==> src/rtl/mdks_pkg.sv <==
// Shared types, constants and register indexes of the motor drive kick-start block.
package mdks_pkg;

	// Field widths
	localparam int unsigned LEVEL_W = 11;
	localparam int unsigned DUTY_W  = 10;
	localparam int unsigned MIN_W   = 10;
	localparam int unsigned DELAY_W = 16;
	localparam int unsigned CFG_IDX_W  = 2;
	localparam int unsigned CFG_DATA_W = 16;

	// Drive scaling: duty = trunc(mag * DUTY_MAX / LEVEL_FULL)
	localparam int unsigned DUTY_MAX   = 1023;
	localparam int unsigned LEVEL_FULL = 1000;
	localparam int unsigned DUTY_SAT   = 1023;
	// DUTY_MAX / LEVEL_FULL in steps of 2^-RECIP_SHIFT, rounded up; the rounding error
	// stays below 1 / LEVEL_FULL for every magnitude up to LEVEL_FULL, so the floor is exact
	localparam int unsigned     RECIP_SHIFT = 20;
	localparam longint unsigned DUTY_RECIP  =
		((64'(DUTY_MAX) << RECIP_SHIFT) + 64'(LEVEL_FULL) - 64'd1) / 64'(LEVEL_FULL);

	// Register reset values
	localparam int unsigned MIN_START_RST   = 230;
	localparam int unsigned BOOST_DELAY_RST = 1000;

	typedef logic signed [LEVEL_W-1:0] level_t;
	typedef logic [DUTY_W-1:0]         duty_t;
	typedef logic [MIN_W-1:0]          min_lvl_t;
	typedef logic [DELAY_W-1:0]        delay_t;
	typedef logic [CFG_DATA_W-1:0]     cfg_data_t;

	// Request opcodes
	typedef enum logic {
		OP_SET_LEVEL = 1'b0,
		OP_TICK      = 1'b1
	} opcode_t;

	// Configuration register indexes
	typedef enum logic [CFG_IDX_W-1:0] {
		REG_MIN_START   = 2'd0,
		REG_BOOST_DELAY = 2'd1
	} cfg_idx_t;

	// Bridge direction: bit 0 forward, bit 1 reverse
	typedef enum logic [1:0] {
		DIR_OFF = 2'b00,
		DIR_FWD = 2'b01,
		DIR_REV = 2'b10
	} dir_t;

	// Drive state reported after each request
	typedef struct packed {
		duty_t duty;
		logic  drive_forward;
		logic  drive_reverse;
		logic  kicking;
	} drive_t;

endpackage

==> src/rtl/mdks_if.sv <==
// Channel interfaces of the motor drive kick-start block: command, result and configuration.
interface mdks_cmd_if;
	logic                valid;
	logic                ready;
	mdks_pkg::opcode_t   opcode;
	mdks_pkg::level_t    level;

	modport source (output valid, output opcode, output level, input ready);
	modport sink   (input valid, input opcode, input level, output ready);
endinterface

interface mdks_res_if;
	logic                valid;
	logic                ready;
	mdks_pkg::duty_t     duty;
	logic                drive_forward;
	logic                drive_reverse;
	logic                kicking;

	modport source (output valid, output duty, output drive_forward, output drive_reverse,
		output kicking, input ready);
	modport sink   (input valid, input duty, input drive_forward, input drive_reverse,
		input kicking, output ready);
endinterface

interface mdks_cfg_if;
	logic                  valid;
	logic                  ready;
	mdks_pkg::cfg_idx_t    index;
	mdks_pkg::cfg_data_t   data;

	modport source (output valid, output index, output data, input ready);
	modport sink   (input valid, input index, input data, output ready);
endinterface

==> src/rtl/mdks_duty.sv <==
// Level magnitude to PWM compare value scaling.
module mdks_duty (
	input  logic [mdks_pkg::MIN_W-1:0] mag,
	output mdks_pkg::duty_t            duty
);
	import mdks_pkg::*;

	localparam int unsigned PROD_W = 40;

	logic [PROD_W-1:0] prod;
	logic [PROD_W-1:0] scaled;

	// Scale by the reciprocal, then saturate to the compare range
	always_comb begin
		prod   = PROD_W'(mag) * PROD_W'(DUTY_RECIP);
		scaled = prod >> RECIP_SHIFT;
		if (scaled > PROD_W'(DUTY_SAT)) begin
			duty = DUTY_W'(DUTY_SAT);
		end else begin
			duty = scaled[DUTY_W-1:0];
		end
	end

endmodule

==> src/rtl/mdks_core.sv <==
// Drive state registers with kick-start and boost countdown update logic.
module mdks_core (
	input  logic                 clk,
	input  logic                 arst_n,
	input  logic                 advance,
	input  mdks_pkg::opcode_t    opcode,
	input  mdks_pkg::level_t     level,
	input  mdks_pkg::min_lvl_t   min_start,
	input  mdks_pkg::delay_t     boost_delay,
	output mdks_pkg::drive_t     drive_next
);
	import mdks_pkg::*;

	logic     stalled_q;
	level_t   pending_q;
	delay_t   count_q;
	logic     active_q;
	duty_t    duty_q;
	dir_t     dir_q;

	logic     stalled_d;
	level_t   pending_d;
	delay_t   count_d;
	logic     active_d;
	duty_t    duty_d;
	dir_t     dir_d;

	delay_t         count_dec;
	logic           do_drive;
	level_t         lv;
	logic [LEVEL_W-1:0] abs_lv;
	min_lvl_t       mag_req;
	min_lvl_t       mag_kick;
	min_lvl_t       mag;
	logic           kick;
	duty_t          duty_calc;

	// Pick the level to apply: new command or expiring boost
	always_comb begin
		count_dec = count_q - DELAY_W'(1);
		do_drive  = (opcode == OP_SET_LEVEL) || (active_q && (count_dec == '0));
		lv        = (opcode == OP_SET_LEVEL) ? level : pending_q;
		abs_lv    = lv[LEVEL_W-1] ? LEVEL_W'(-lv) : LEVEL_W'(lv);
		if (abs_lv > LEVEL_W'(LEVEL_FULL)) begin
			mag_req = MIN_W'(LEVEL_FULL);
		end else begin
			mag_req = abs_lv[MIN_W-1:0];
		end
		if (min_start > MIN_W'(LEVEL_FULL)) begin
			mag_kick = MIN_W'(LEVEL_FULL);
		end else begin
			mag_kick = min_start;
		end
		kick = stalled_q && (mag_req < min_start);
		mag  = kick ? mag_kick : mag_req;
	end

	mdks_duty u_duty (
		.mag  (mag),
		.duty (duty_calc)
	);

	// Next drive state for the request under way
	always_comb begin
		stalled_d = stalled_q;
		pending_d = pending_q;
		count_d   = count_q;
		active_d  = active_q;
		duty_d    = duty_q;
		dir_d     = dir_q;
		if (do_drive) begin
			// any drive starts with the pending boost cancelled
			active_d = 1'b0;
			count_d  = '0;
			if (lv == '0) begin
				duty_d    = '0;
				dir_d     = DIR_OFF;
				stalled_d = 1'b1;
			end else begin
				if (kick) begin
					pending_d = lv;
					stalled_d = 1'b0;
					active_d  = 1'b1;
					count_d   = (boost_delay == '0) ? DELAY_W'(1) : boost_delay;
				end
				duty_d = duty_calc;
				dir_d  = lv[LEVEL_W-1] ? DIR_REV : DIR_FWD;
			end
		end else if (active_q) begin
			count_d = count_dec;
		end
	end

	// Advance the state when the request moves on
	always_ff @(posedge clk or negedge arst_n) begin
		if (!arst_n) begin
			stalled_q <= 1'b1;
			pending_q <= '0;
			count_q   <= '0;
			active_q  <= 1'b0;
			duty_q    <= '0;
			dir_q     <= DIR_OFF;
		end else if (advance) begin
			stalled_q <= stalled_d;
			pending_q <= pending_d;
			count_q   <= count_d;
			active_q  <= active_d;
			duty_q    <= duty_d;
			dir_q     <= dir_d;
		end
	end

	assign drive_next = '{
		duty:          duty_d,
		drive_forward: dir_d[0],
		drive_reverse: dir_d[1],
		kicking:       active_d
	};

endmodule

==> src/rtl/motor_drive_kick_start_top.sv <==
// Top level of the motor drive kick-start block: request register, result register, config.
//
//  channel | dir | handshake     | payload
//  --------+-----+---------------+-----------------------------------------------
//  cmd     | in  | valid / ready | opcode, level
//  res     | out | valid / ready | duty, drive_forward, drive_reverse, kicking
//  cfg     | in  | valid / ready | index, data (always ready)
//
// One request per cycle while res is not stalled; each result passes the request register
// and then the result register around the state update before it is presented on res.
// Reset: min_start_level 230, boost_delay_ticks 1000, motor stalled, bridge off.
// A stalled result register holds; the request register refills once it drains.
module motor_drive_kick_start_top (
	input  logic        clk,
	input  logic        arst_n,
	mdks_cmd_if.sink    cmd,
	mdks_res_if.source  res,
	mdks_cfg_if.sink    cfg
);
	import mdks_pkg::*;

	logic       req_valid_s1;
	opcode_t    opcode_s1;
	level_t     level_s1;
	logic       res_valid_s2;
	drive_t     drive_s2;
	min_lvl_t   min_start_q;
	delay_t     boost_delay_q;
	logic       advance;
	drive_t     drive_next;

	assign advance   = req_valid_s1 && (!res_valid_s2 || res.ready);
	assign cmd.ready = !req_valid_s1 || advance;
	assign cfg.ready = 1'b1;

	// Hold configuration registers
	always_ff @(posedge clk or negedge arst_n) begin
		if (!arst_n) begin
			min_start_q   <= MIN_W'(MIN_START_RST);
			boost_delay_q <= DELAY_W'(BOOST_DELAY_RST);
		end else if (cfg.valid) begin
			case (cfg.index)
				REG_MIN_START:   min_start_q   <= cfg.data[MIN_W-1:0];
				REG_BOOST_DELAY: boost_delay_q <= cfg.data[DELAY_W-1:0];
				default: ;
			endcase
		end
	end

	// Request register control
	always_ff @(posedge clk or negedge arst_n) begin
		if (!arst_n) begin
			req_valid_s1 <= 1'b0;
		end else if (cmd.valid && cmd.ready) begin
			req_valid_s1 <= 1'b1;
		end else if (advance) begin
			req_valid_s1 <= 1'b0;
		end
	end

	// Request register payload
	always_ff @(posedge clk) begin
		if (cmd.valid && cmd.ready) begin
			opcode_s1 <= cmd.opcode;
			level_s1  <= cmd.level;
		end
	end

	mdks_core u_core (
		.clk         (clk),
		.arst_n      (arst_n),
		.advance     (advance),
		.opcode      (opcode_s1),
		.level       (level_s1),
		.min_start   (min_start_q),
		.boost_delay (boost_delay_q),
		.drive_next  (drive_next)
	);

	// Result register control
	always_ff @(posedge clk or negedge arst_n) begin
		if (!arst_n) begin
			res_valid_s2 <= 1'b0;
		end else if (advance) begin
			res_valid_s2 <= 1'b1;
		end else if (res.ready) begin
			res_valid_s2 <= 1'b0;
		end
	end

	// Result register payload
	always_ff @(posedge clk) begin
		if (advance) begin
			drive_s2 <= drive_next;
		end
	end

	assign res.valid         = res_valid_s2;
	assign res.duty          = drive_s2.duty;
	assign res.drive_forward = drive_s2.drive_forward;
	assign res.drive_reverse = drive_s2.drive_reverse;
	assign res.kicking       = drive_s2.kicking;

endmodule

==> src/flat_wrapper.sv <==
// flat-port wrapper written by rule: the top's interface ports become plain ports
module motor_drive_kick_start_top_flat import mdks_pkg::*;
  (clk, arst_n, cmd_valid, cmd_opcode, cmd_level, cmd_ready, res_valid, res_duty, res_drive_forward, res_drive_reverse, res_kicking, res_ready, cfg_valid, cfg_index, cfg_data, cfg_ready);
  mdks_cmd_if cmd_i ();
  mdks_res_if res_i ();
  mdks_cfg_if cfg_i ();
  input  logic clk;
  input  logic arst_n;
  input wire logic [$bits(cmd_i.valid)-1:0] cmd_valid;
  input wire logic [$bits(cmd_i.opcode)-1:0] cmd_opcode;
  input wire logic [$bits(cmd_i.level)-1:0] cmd_level;
  output wire logic [$bits(cmd_i.ready)-1:0] cmd_ready;
  output wire logic [$bits(res_i.valid)-1:0] res_valid;
  output wire logic [$bits(res_i.duty)-1:0] res_duty;
  output wire logic [$bits(res_i.drive_forward)-1:0] res_drive_forward;
  output wire logic [$bits(res_i.drive_reverse)-1:0] res_drive_reverse;
  output wire logic [$bits(res_i.kicking)-1:0] res_kicking;
  input wire logic [$bits(res_i.ready)-1:0] res_ready;
  input wire logic [$bits(cfg_i.valid)-1:0] cfg_valid;
  input wire logic [$bits(cfg_i.index)-1:0] cfg_index;
  input wire logic [$bits(cfg_i.data)-1:0] cfg_data;
  output wire logic [$bits(cfg_i.ready)-1:0] cfg_ready;
  assign cmd_i.valid = cmd_valid;
  assign cmd_i.opcode = cmd_opcode;
  assign cmd_i.level = cmd_level;
  assign cmd_ready = cmd_i.ready;
  assign res_valid = res_i.valid;
  assign res_duty = res_i.duty;
  assign res_drive_forward = res_i.drive_forward;
  assign res_drive_reverse = res_i.drive_reverse;
  assign res_kicking = res_i.kicking;
  assign res_i.ready = res_ready;
  assign cfg_i.valid = cfg_valid;
  assign cfg_i.index = cfg_index;
  assign cfg_i.data = cfg_data;
  assign cfg_ready = cfg_i.ready;
  motor_drive_kick_start_top u_core (.clk(clk), .arst_n(arst_n), .cmd(cmd_i), .res(res_i), .cfg(cfg_i));
endmodule
==> config.mk <==
export PLATFORM = sky130hd
export DESIGN_NAME = motor_drive_kick_start_top_flat
export DESIGN_NICKNAME = d
export VERILOG_FILES = /design/src/rtl/mdks_pkg.sv /design/src/rtl/mdks_if.sv /design/src/rtl/mdks_duty.sv /design/src/rtl/mdks_core.sv /design/src/rtl/motor_drive_kick_start_top.sv /design/src/flat_wrapper.sv
export SDC_FILE = /design/constraint.sdc
export NUM_CORES = 1
export LEC_CHECK = 0
export CAP_MARGIN = 10
export CORE_ASPECT_RATIO = 1.75
export CORE_MARGIN = 2
export CORE_UTILIZATION = 59
export CTS_CLUSTER_DIAMETER = 50
export DETAILED_ROUTE_END_ITERATION = 6
export DONT_BUFFER_PORTS = 1
export GPL_TIMING_DRIVEN = 0
export PLACE_DENSITY = 0.79
export SLEW_MARGIN = 0
export SYNTH_ARGS = -nofsm -noshare
export SYNTH_HDL_FRONTEND = slang
export SYNTH_SLANG_ARGS = --single-unit
==> constraint.sdc <==
create_clock -name clk -period 9.8 [get_ports clk]
set_clock_uncertainty 0.05 [all_clocks]
set_input_delay 2.94 -clock clk [delete_from_list [all_inputs] [get_ports clk]]
set_output_delay 2.94 -clock clk [all_outputs]
set_load 0.02 [all_outputs]
## Word level (Yosys, flattened, before mapping)

Index checks and enable logic that the tools add are counted.
Widths: inputs -> output; s select.

| word-level totals | value |
|---|---|
| input port bits | 35 |
| register bits after elaboration | 94 |
| logic and storage cells | 73 |

| operators by class | value |
|---|---|
| muxes and demuxes | 25 |
| add/sub/neg operators | 2 |
| reduce and logical (&&, ||, !) cells | 22 |
| magnitude comparators | 4 |
| bitwise logic cells | 2 |
| eq/ne operators | 1 |
| $mul | 1 |

Operators with widths:

| cell | count |
|---|---|
| $mux 16 | 5 |
| $mux 10 | 6 |
| $logic_not 16->1 | 2 |
| $mul 10x20->30 const B | 1 |
| $gt 11x10->1 const B | 2 |
| $mux 11 | 2 |
| $sub 16x1->16 const B | 1 |
| $logic_not 11->1 | 1 |
| $neg 11->11 | 1 |
| $gt 10x10->1 const B | 1 |
| $lt 10x10->1 | 1 |
| $mux 1 | 9 |
| $reduce_bool 2->1 | 4 |
| $mux 2 | 3 |
| $reduce_and 2->1 | 3 |
| $logic_and 1x1->1 | 4 |
| $reduce_and 4->1 | 1 |
| $logic_or 1x1->1 | 3 |
| $reduce_and 3->1 | 1 |
| $eq 2x1->1 const B | 1 |
| $logic_not 1->1 | 2 |
| $logic_not 2->1 | 1 |
| $not 1->1 | 2 |

## Depth between registers and ports, before layout

Gate-level depths: netlist of the first run.

| logic depth | value |
|---|---|
| depth in word-level cells | 13 |
| depth in mapped cells | 48 |

## Hierarchy

Synthesis of the first run repeated with hierarchy kept, for this count alone.

| unflattened totals | value |
|---|---|
| cell total of the unflattened synthesis | 818 |
| area total of the unflattened synthesis | 8256.7 µm² |

By module, submodules not included:

| module | cells each | instances | area an instance (µm²) |
|---|---|---|---|
| mdks_core | 424 | 1 | 3482.1 |
| mdks_duty | 303 | 1 | 2877.8 |
| motor_drive_kick_start_top | 91 | 1 | 1896.8 |

## Worst setup path after synthesis of the first run

No wires, ideal clock.

| path | value |
|---|---|
| path kind | reg2reg |
| from | reg u_core.opcode_s1 |
| to | reg u_core.drive_s2 (netlist bit u_core.res.duty[4]) (data pin) |
| library setup time | 264 ps |
| stages on the path, launching flop included | 44 |
| clock period less this slack | 10245 ps |
| data arrival time | 9931 ps |
| buffers on the path | 7 |
| setup slack | -445 ps |
| cell sequence | edfxtp_1 > buf_6 > buf_6 > buf_2 > clkbuf_1 > mux2i_1 > ha_1 > nor4b_4 > o22ai_2 > or4_1 > buf_6 > and2_1 > nand2_1 > inv_1 > ha_1 > o211ai_1 > nor3_1 > nand2_1 > [8 not listed] > ha_1 > fa_1 > fa_1 > fa_1 > ha_1 > a21o_1 > a21o_1 > a21o_1 > a21o_1 > a21oi_1 > a21oi_1 > a211o_1 > o41ai_4 > o21ai_2 > o311a_1 > buf_6 > a22oi_1 > o21ai_1 |

RTL lines:

| item | RTL line | text |
|---|---|---|
| start, declared | motor_drive_kick_start_top.sv:23 | `opcode_t opcode_s1;` |
| start signal, assigned | motor_drive_kick_start_top.sv:64 | `opcode_s1 <= cmd.opcode;` |
| end signal, assigned | motor_drive_kick_start_top.sv:94 | `drive_s2 <= drive_next;` |
| end, declared | motor_drive_kick_start_top.sv:26 | `drive_t drive_s2;` |

==> flow_metrics.py, run 1 <==
metrics = {
    "route": {
        "wl_met1_um": 7950,
        "ant_nets": 0,
        "wl_met3_um": 1680,
        "route.detailed.drc": 0,
        "viasPerCell": 6.70,
        "num_vias": 7268,
        "post_drt_wl_per_cell_um": 23.5,
        "dr.pass1.iters": 6,
        "highest_layer": "met4",
        "routed_wl_um": 25500,
        "drtIter0Drc": 731,
        "met2_length_um": 13000,
    },
    "global_route": {
        "first_global_vias": 7147,
        "grt_pass1_wl_um": 36200,
        "antenna_found_initial": 0,
        "grt_start_max_net_pins": 70,
        "gr-total-overflow": 0,
        "grt_util_all_layers_pct": 31.5,
    },
    "min_path": {
        "holdPathEnd": "u_core.u_core.duty_q[3]",
        "hp-start": "u_core.u_core.duty_q[3]",
        "hold_depth": 2,
        "hold_class": "reg2reg",
    },
    "placement": {
        "io_buffers": 0,
        "dpl.cell_count": 1007,
        "routabilityCongestion": 0.976,
        "dp_slack_ps": -1660,
        "hpwlAfterDp_um": 16300,
    },
    "final_layout": {
        "fin_util_pct": 72.6,
        "seq_area_um2": 2490,
        "multi_input_area_um2": 5730,
        "final_nets": 1076,
        "num_antenna_cells": 0,
        "drive_gt1_share_pct": 24.8,
        "syn2layout_area_growth_pct": 20.3,
        "nFillCells": 840,
        "final_cells": 1085,
    },
    "sta": {
        "final_hold_viol_count": 0,
        "fin_hold_ws_ps": 437,
        "finalSetupViolations": 14,
        "setup_ws_ps": -160,
        "timing.final.crit_share_pct": 102,
        "timing.fmax_ghz": 0.100,
        "period_needed_ps": 9960,
        "max_slew_margin_pct": 33.1,
        "drv_slew": 0,
        "tightestPinTransition_ps": 993,
    },
    "synthesis": {
        "synth_flop_cell": "dfrtp_1",
        "seq_area_frac_synth_pct": 30.8,
        "synth_nets": 1003,
        "synthArstFlopShare_pct": 73.4,
        "netlist_instances": 833,
        "synth_top_area_share_pct": 17.6,
        "ys_ff_latch": 94,
        "syn_area_per_cell_um2": 9.70,
        "yosys_warnings": 0,
        "netlist_top_cells_area": "dfrtp_1 18%, ha_1 15%, fa_1 10%",
        "syn-cell-area_um2": 8080,
        "yosysTopAreaCell": "dfrtp_1",
        "synth_cell_types": 80,
        "synth_edf_count": 25,
    },
    "floorplanning": {
        "dieHeight_um": 159,
        "initial_core_util_pct": 60.4,
        "ioPinCount": 51,
        "rows": 56,
        "core-area_um2": 13400,
        "die_area_um2": 14700,
        "die_x_um": 92.5,
    },
    "critical_path": {
        "worst-setup-path-type": "reg2reg",
        "slowest_delay_ps": 620,
        "cp.required_ps": 9820,
        "cp-end-kind": "flip-flop",
        "cp-start-kind": "flip-flop",
        "reg2reg_setup_slack_ps": -160,
        "rr_worst_depth": 40,
        "crit_fanout": 10,
        "cp.arrival_ps": 9980,
        "worstReg2RegEnd": "u_core.res.duty[2]",
        "worstReg2RegStart": "u_core.opcode_s1",
        "slowest_stage": "fa_2",
    },
    "status": {
        "status": "finished, violations left",
        "violations": "setup timing",
    },
    "clock_tree": {
        "cts_tree": "built",
        "htreeDepth": 3,
        "clk_pin_slew_ps": 60,
        "clockBufferDepth": 2,
        "cts-root-buf": "clkbuf_16",
        "numCtsBuffers": 9,
        "clock_latency_ps": 350,
        "clkSinkCount": 94,
    },
    "run": {
        "maxCapViolCount": 0,
    },
}
## metal layers
metal  vias to the layer above  GRT usage, %
met5                         -             0
met4                         0          24.0
met3                       201          4.13
met2                       496          56.1
met1                      3472          32.4
li1                       3099             -
## through the flow
step | area, um^2 | setup TNS, ps
floorplan | 8110 | 0
global placement | 8330 | -28300
detailed placement | 8330 | -30710
CTS | 9220 | 0
global route | 9720 | -4770
finish | 9720 | -1260
## cell usage in the layout, fill, tap and decap left out, types with 8 or more instances in the layout
master,count
buf_4,56
buf_6,8
nand2b_1,10
clkbuf_16,10
dfstp_2,12
ha_4,18
nand3_1,11
edfxtp_1,25
dfrtp_1,57
clkbuf_1,15
a21o_1,20
fa_1,35
nor3_1,20
ha_1,75
xnor2_1,9
mux2i_1,11
inv_1,85
o21ai_0,61
mux2_2,25
nand2_1,65
nor2_1,41
a21oi_1,37
## what timing repair did
action                                  in CTS  in global routing
pin swaps                                   23                 48
resized for setup                           69                 57
endpoints found under the setup margin      20                 20
hold buffers                                 0                  0
gates cloned                                 1                  1
setup buffers                               28                 36
## state kept, by name, summed over array words and instances, names as in the netlist
name / flops
u_core.min_start_q: 10
u_core.level_s1: 11
u_core.opcode_s1: 1
u_core.res.drive_forward: 1
u_core.res.kicking: 1
u_core.res.duty: 10
u_core.res.valid: 1
u_core.u_core.pending_q: 11
u_core.boost_delay_q: 16
u_core.u_core.dir_q: 2
u_core.u_core.stalled_q: 1
u_core.u_core.duty_q: 10
u_core.u_core.active_q: 1
u_core.res.drive_reverse: 1
u_core.req_valid_s1: 1
u_core.u_core.count_q: 16
## Yosys cell counts (all sizes together), types with 11 or more instances
| library cell | instances |
|---|---|
| a21o | 21 |
| a21oi | 47 |
| clkbuf | 16 |
| dfrtp | 57 |
| dfstp | 12 |
| edfxtp | 25 |
| fa | 41 |
| ha | 94 |
| inv | 95 |
| mux2 | 27 |
| mux2i | 18 |
| nand2 | 68 |
| nand2b | 11 |
| nand3 | 13 |
| nor2 | 46 |
| nor3 | 24 |
| o21ai | 73 |
## area by class of cell
type / count / share of cell area (%)
clock buffers: 10 / 2.36
inverters: 95 / 3.75
flip-flops and latches: 94 / 25.6
plain buffers: 19 / 1.18
clock inverters: 6 / 0.386
well taps: 174 / 2.24
repair buffers: 66 / 5.51
multi-input cells: 621 / 58.9
## how the worst max path moves through the flow
stage	start	end	slack [ps]	cells past startpoint
6_report	u_core.opcode_s1	u_core.res.duty[2]	-160	40
5_1_grt	u_core.opcode_s1	u_core.res.duty[4]	-330	40
4_1_cts	u_core.opcode_s1	u_core.res.duty[1]	10	42
3_5_place_dp	u_core.opcode_s1	u_core.res.duty[2]	-1660	45
3_3_place_gp	u_core.opcode_s1	u_core.res.duty[2]	-1550	45
2_1_floorplan	u_core.opcode_s1	u_core.res.duty[4]	20	45
## critical path: cells and delay by family, from the launching register on
kind            cells  cell delay [ps]
fa+ha+maj           7             2900
compound gates     10             2010
simple gates       10             1660
buf+inv            10             1650
mux                 3              930
flops               1              460
## kinds of logic after synthesis
group           Yosys count  share of synthesized area (%)
compound gates          203                           16.6
xor+xnor                 20                           2.17
fa+ha+maj               135                           24.7
buf+inv                 118                           5.91
flops                    94                           30.8
mux                      45                           6.04
other cells               1                         0.0464
simple gates            217                           13.7
Power of run 1 is not shown: default switching activity piles up to over one toggle a cycle in this logic, so the estimate is an artifact.
==> run 2: changes to the inputs <==
--- a/config.mk
+++ b/config.mk
@@ -8,13 +8,14 @@
 export CAP_MARGIN = 10
 export CORE_ASPECT_RATIO = 1.75
 export CORE_MARGIN = 2
-export CORE_UTILIZATION = 59
+export CORE_UTILIZATION = 40
 export CTS_CLUSTER_DIAMETER = 50
 export DETAILED_ROUTE_END_ITERATION = 6
 export DONT_BUFFER_PORTS = 1
 export GPL_TIMING_DRIVEN = 0
-export PLACE_DENSITY = 0.79
+export PLACE_DENSITY = 0.57
 export SLEW_MARGIN = 0
 export SYNTH_ARGS = -nofsm -noshare
 export SYNTH_HDL_FRONTEND = slang
+export SYNTH_HIERARCHICAL = 1
 export SYNTH_SLANG_ARGS = --single-unit
==> flow_metrics.py, run 2 <==
metrics = {
    "global_route": {
        "grt_start_max_net_pins": 70,
        "first_global_vias": 6466,
        "gr-total-overflow": 0,
        "grt_util_all_layers_pct": 20.1,
        "grt_pass1_wl_um": 34400,
        "antenna_found_initial": 0,
    },
    "final_layout": {
        "design_area_um2": 9150,
        "final_cell_mix": "92 x ha_1, 90 x inv_1, 85 x nand2_1",
        "final_common_cell": "ha_1",
        "final_cells": 1098,
        "num_antenna_cells": 0,
        "final_nets": 1018,
        "largest_registers": "u_core/boost_delay_q: 16 flops, u_core/u_core/count_q: 16 flops",
        "syn2layout_area_growth_pct": 10.8,
        "nFillCells": 1921,
        "drive_gt1_share_pct": 15.6,
        "fin_util_pct": 45.1,
    },
    "synthesis": {
        "synth_edf_count": 25,
        "seq_area_frac_synth_pct": 30.2,
        "synthArstFlopShare_pct": 73.4,
        "syn-cell-area_um2": 8260,
        "ys_ff_latch": 94,
        "netlist_instances": 818,
        "syn_area_per_cell_um2": 10.1,
        "synth_cell_types": 88,
        "ys_top_cells_by_count": "95 x ha_1, 90 x inv_1, 85 x nand2_1, 57 x dfrtp_1, 48 x o21ai_0",
        "yosys_warnings": 6,
        "synth_flop_cell": "dfrtp_1",
        "synth_top_area_share_pct": 17.3,
        "synth_nets": 991,
        "yosysMostFrequentCell": "ha_1",
        "yosysTopAreaCell": "dfrtp_1",
        "netlist_top_cells_area": "dfrtp_1 17%, ha_1 14%, fa_1 10%",
    },
    "sta": {
        "final_hold_viol_count": 0,
        "period_needed_ps": 9280,
        "tightestPinTransition_ps": 1040,
        "max_slew_margin_pct": 30.1,
        "finalSetupViolations": 0,
        "drv_slew": 0,
        "fin_hold_ws_ps": 432,
        "timing.final.crit_share_pct": 94.7,
        "rsz0062_at_grt": "false",
        "timing.fmax_ghz": 0.108,
    },
    "critical_path": {
        "cp.arrival_ps": 9420,
        "cp.required_ps": 9940,
        "cpLargestDelayFamily": "adder cells",
        "crit_fanout": 10,
        "cpMostUsedCell": "inv_1",
        "rr_worst_depth": 41,
        "worst-setup-path-type": "reg2reg",
        "slowest_delay_ps": 520,
        "reg2reg_setup_slack_ps": 520,
        "cp_num_buf_inv": 9,
        "slowest_stage": "fa_1",
        "cp-start-kind": "flip-flop",
        "cp-end-kind": "flip-flop",
        "worstReg2RegStart": "u_core/opcode_s1",
        "worstReg2RegEnd": "u_core/res.duty[8]",
    },
    "placement": {
        "hpwlAfterDp_um": 17200,
        "io_buffers": 0,
        "routabilityCongestion": 0.916,
        "placed_cell_area_um2": 8580,
        "dpl.cell_count": 1068,
    },
    "clock_tree": {
        "clockBufferDepth": 2,
        "numCtsBuffers": 9,
        "clkSinkCount": 94,
        "htreeDepth": 3,
        "clock_latency_ps": 350,
        "clk_pin_slew_ps": 70,
        "cts_tree": "built",
        "cts_hold_buf": 0,
        "cts-root-buf": "clkbuf_16",
    },
    "pwr": {
        "intPower_uw": 1460,
        "p_clk_share_pct": 13.9,
        "combPwrFrac_pct": 65.3,
        "p_sw_share_pct": 46.7,
        "p_leak_uw": 0.00419,
        "power-per-cell-area_nw_per_um2": 301,
        "power_frac_seq_pct": 20.8,
        "max-vdd-ir-drop_mv": 0.218,
        "switchingPower_uw": 1280,
    },
    "min_path": {
        "holdPathEnd": "u_core/u_core/dir_q[0]",
        "hp-start": "u_core/u_core/dir_q[0]",
        "hold_depth": 2,
        "hold_class": "reg2reg",
    },
    "status": {
        "status": "finished, final reports clean",
    },
    "route": {
        "viasPerCell": 5.58,
        "dr.pass1.iters": 5,
        "route.detailed.drc": 0,
        "num_vias": 6131,
        "drtIter0Drc": 280,
        "routed_wl_um": 21400,
        "post_drt_wl_per_cell_um": 19.5,
        "ant_nets": 0,
    },
    "floorplanning": {
        "ioPinCount": 51,
        "core-area_um2": 20300,
        "die_area_um2": 21900,
        "die_x_um": 113,
        "rows": 69,
        "dieHeight_um": 194,
        "initial_core_util_pct": 40.7,
    },
    "run": {
        "maxCapViolCount": 0,
    },
}
-- run 2: worst max path at each step --
| stage | start | end | slack (ps) | cells after the start |
|---|---|---|---|---|
| after detailed placement | u_core/opcode_s1 | u_core/res.duty[9] | -1000 | 41 |
| after global routing | u_core/opcode_s1 | u_core/res.duty[8] | 20 | 42 |
| after global placement | u_core/opcode_s1 | u_core/res.duty[9] | -1060 | 41 |
| after floorplan | u_core/opcode_s1 | u_core/res.duty[2] | 800 | 41 |
| after CTS | u_core/opcode_s1 | u_core/res.duty[8] | 20 | 42 |
| final | u_core/opcode_s1 | u_core/res.duty[8] | 520 | 41 |
-- run 2: kinds of logic (layout without fill, tap and decap cells) --
logic type               Yosys count  after routing  synth area share [%]
AND/OR/NAND/NOR                  227            227                  14.7
AO/OA/AOI/OAI                    165            165                  14.4
adder cells (fa/ha/maj)          138            138                  24.8
buffers and inverters            120            152                  6.15
flip-flops                        94             94                  30.2
multiplexers                      55             55                  7.82
XOR/XNOR                          18             18                  1.91
other                              1              1                0.0454
-- run 2: per-stage QoR --
| step | setup TNS [ps] | total power, uW | worst slack (ps) |
|---|---|---|---|
| floorplan | 0 | 1940 | 796 |
| global placement | -15620 | 2360 | -1060 |
| detailed placement | -14690 | 2370 | -1000 |
| CTS | 0 | 2770 | 21.4 |
| global route | 0 | 3060 | 19.3 |
| finish | 0 | 2750 | 518 |
-- run 2: final cells by class --
cell class	count	area (um^2)	share of cell area (%)
multi-input cells	604	5380	58.8
inverters	90	338	3.69
clock buffers	9	225	2.46
plain buffers	30	185	2.02
clock inverters	7	96.3	1.05
well taps	248	310	3.39
flip-flops and latches	94	2490	27.2
repair buffers	16	118	1.29
-- run 2: per-layer routing --
layer	up-vias	wire [um]	track usage, %
li1	2949	-	-
met1	3015	7540	20.4
met2	128	12500	40.6
met3	39	628	1.91
met4	0	739	7.90
met5	-	0	0
-- run 2: timing repair --
item | 4_1_cts | 5_1_grt
setup endpoints to repair | 20 | 20
pin swaps | 2 | 6
setup buffers | 1 | 13
resized for setup | 20 | 16
-- run 2: worst register-to-register path, delay by kind of cell, from the launching register on --
family	cells	cell delay, ps
flops	1	360
simple gates	11	1800
compound gates	10	1930
buf+inv	9	1330
xor+xnor	1	180
fa+ha+maj	8	2820
mux	2	670
-- run 2: power by group through the flow --
stage,sequential [uW],clock (uW),combinational (uW)
after floorplan,557,0,1380
after CTS,573,391,1810
after global routing,581,403,2080
after detailed placement,580,0,1790
final,573,381,1800
after global placement,579,0,1780
No activity file was read; power rests on OpenSTA's default activity.
==> run 3: changes to the inputs <==
--- a/config.mk
+++ b/config.mk
@@ -8,12 +8,12 @@
 export CAP_MARGIN = 10
 export CORE_ASPECT_RATIO = 1.75
 export CORE_MARGIN = 2
-export CORE_UTILIZATION = 40
+export CORE_UTILIZATION = 45
 export CTS_CLUSTER_DIAMETER = 50
 export DETAILED_ROUTE_END_ITERATION = 6
 export DONT_BUFFER_PORTS = 1
 export GPL_TIMING_DRIVEN = 0
-export PLACE_DENSITY = 0.57
+export PLACE_DENSITY = 0.61
 export SLEW_MARGIN = 0
 export SYNTH_ARGS = -nofsm -noshare
 export SYNTH_HDL_FRONTEND = slang
==> constraint.sdc (replaced) <==
create_clock -name clk -period 11.36 [get_ports clk]
set_clock_uncertainty 0.05 [all_clocks]
set_input_delay 3.408 -clock clk [delete_from_list [all_inputs] [get_ports clk]]
set_output_delay 3.408 -clock clk [all_outputs]
set_load 0.02 [all_outputs]
==> flow_metrics.py, run 3 (same netlist as run 2, synthesis figures left out) <==
metrics = {
    "status": {
        "status": "finished, final reports clean",
    },
    "sta": {
        "fin_tns_setup_ps": 0,
        "timing.final.crit_share_pct": 93.3,
        "rsz0062_at_grt": "false",
        "timing.fmax_ghz": 0.0944,
        "drv_slew": 0,
        "max_slew_margin_pct": 17.6,
        "period_needed_ps": 10590,
        "finalSetupViolations": 0,
        "tightestPinTransition_ps": 1230,
        "final_hold_viol_count": 0,
    },
    "floorplanning": {
        "rows": 65,
        "initial_core_util_pct": 45.9,
        "die_area_um2": 19500,
        "ioPinCount": 51,
        "core-area_um2": 18000,
        "die_x_um": 106,
        "dieHeight_um": 183,
    },
    "critical_path": {
        "cp-end-kind": "flip-flop",
        "reg2reg_setup_slack_ps": 770,
        "slowest_stage": "a31oi_1",
        "cp.required_ps": 11470,
        "worst-setup-path-type": "reg2reg",
        "slowest_delay_ps": 750,
        "cp.arrival_ps": 10700,
        "cp-start-kind": "flip-flop",
        "rr_worst_depth": 38,
        "cpMostUsedCell": "ha_1",
        "crit_fanout": 10,
    },
    "global_route": {
        "grt_util_all_layers_pct": 23.2,
        "grt_pass1_wl_um": 34900,
        "antenna_found_initial": 0,
        "gr-total-overflow": 0,
        "grt_start_max_net_pins": 70,
        "first_global_vias": 6734,
    },
    "final_layout": {
        "final_nets": 1005,
        "final_cell_mix": "95 x ha_1, 90 x inv_1, 85 x nand2_1",
        "drive_gt1_share_pct": 12.7,
        "multi_input_area_um2": 5260,
        "seq_area_um2": 2490,
        "final_cells": 1071,
        "final_common_cell": "ha_1",
        "syn2layout_area_growth_pct": 7.99,
        "nFillCells": 1674,
        "num_antenna_cells": 0,
        "largest_registers": "u_core/boost_delay_q: 16 flops, u_core/u_core/count_q: 16 flops",
        "fin_util_pct": 49.6,
    },
    "clock_tree": {
        "numCtsBuffers": 9,
        "clock_latency_ps": 350,
        "post_cts_buffers": 0,
        "cts-root-buf": "clkbuf_16",
        "htreeDepth": 3,
        "clkSinkCount": 94,
        "cts_hold_buf": 0,
        "clk_pin_slew_ps": 60,
        "clockBufferDepth": 2,
        "cts_tree": "built",
    },
    "pwr": {
        "max-vdd-ir-drop_mv": 0.193,
        "p_leak_uw": 0.00412,
        "power-per-cell-area_nw_per_um2": 267,
        "finalPower_uw": 2380,
    },
    "run": {
        "maxCapViolCount": 0,
    },
    "route": {
        "num_vias": 6149,
        "drtIter0Drc": 304,
        "dr.pass1.iters": 4,
        "route.detailed.drc": 0,
        "viasPerCell": 5.74,
        "ant_nets": 0,
        "post_drt_wl_per_cell_um": 19.8,
        "routed_wl_um": 21200,
    },
    "placement": {
        "dpl.cell_count": 1054,
        "routabilityCongestion": 0.941,
        "hpwlAfterDp_um": 17300,
        "io_buffers": 0,
    },
    "min_path": {
        "hold_class": "reg2reg",
        "hold_depth": 2,
    },
}
==> run 3: changes by cell type in the layout (fill, tap and decap cells not counted), moves of 2 or more <==
| cell | delta |
|---|---|
| a31oi_1 | +3 |
| ha_1 | +3 |
| o21ai_0 | +7 |
| ha_4 | -2 |
| o21ai_2 | -4 |
| buf_2 | +3 |
| o21ai_4 | -2 |
| buf_4 | -15 |
| a31oi_4 | -3 |
==> run 3: path summary, 6_finish.rpt <==
check / start / to
max in group asynchronous: arst_n / u_core/u_core/stalled_q
worst min-delay path: u_core/u_core/duty_q[9] / u_core/u_core/duty_q[9]
worst min register to register: u_core/u_core/duty_q[9] / u_core/u_core/duty_q[9]
min in group asynchronous: arst_n / u_core/res.valid
worst max register to register: u_core/opcode_s1 / u_core/res.duty[9]
worst max-delay path: u_core/opcode_s1 / u_core/res.duty[9]
==> run 3: per-stage QoR <==
stage / setup slack, ps / cell area (um^2) / hold slack [ps]
after global routing: 49.3 / 8920 / 472
after CTS: 631 / 8910 / 435
after floorplan: 2360 / 8260 / 394
after detailed placement: 714 / 8560 / 421
after global placement: 663 / 8550 / 409
final: 765 / 8920 / 434
==> run 3: where the power goes <==
part / total [uW] / leakage [uW] / internal (uW) / switching [uW]
clock: 349 / 0.000170 / 216 / 133
sequential: 497 / 0.00108 / 428 / 69.1
combinational: 1530 / 0.00287 / 634 / 900
==> run 3: routing by layer <==
metal,GRT usage [%],wire (um),vias to the layer above
met1,22.9,7450,3042
li1,-,-,2926
met2,45.8,12200,126
met4,13.2,1040,0
met5,0,0,-
met3,2.20,437,55
==> run 3: final cells by class <==
cell class	instances	area share [%]
multi-input cells	604	59.0
flip-flops and latches	94	28.0
inverters	90	3.79
well taps	234	3.28
clock buffers	9	2.53
plain buffers	30	1.91
clock inverters	7	1.36
repair buffers	3	0.225
==> run 3: what timing repair did <==
action	4_1_cts	5_1_grt
gates resized for setup	0	2
endpoints found under the hold margin	0	0
endpoints found under the setup margin	0	5
==> run 3: critical path: cells and delay by family (launching register included) <==
kind	cells	cell delay, ps
compound gates	11	2890
fa+ha+maj	8	3130
xor+xnor	2	250
simple gates	9	1740
mux	1	420
flops	1	410
buf+inv	7	1490
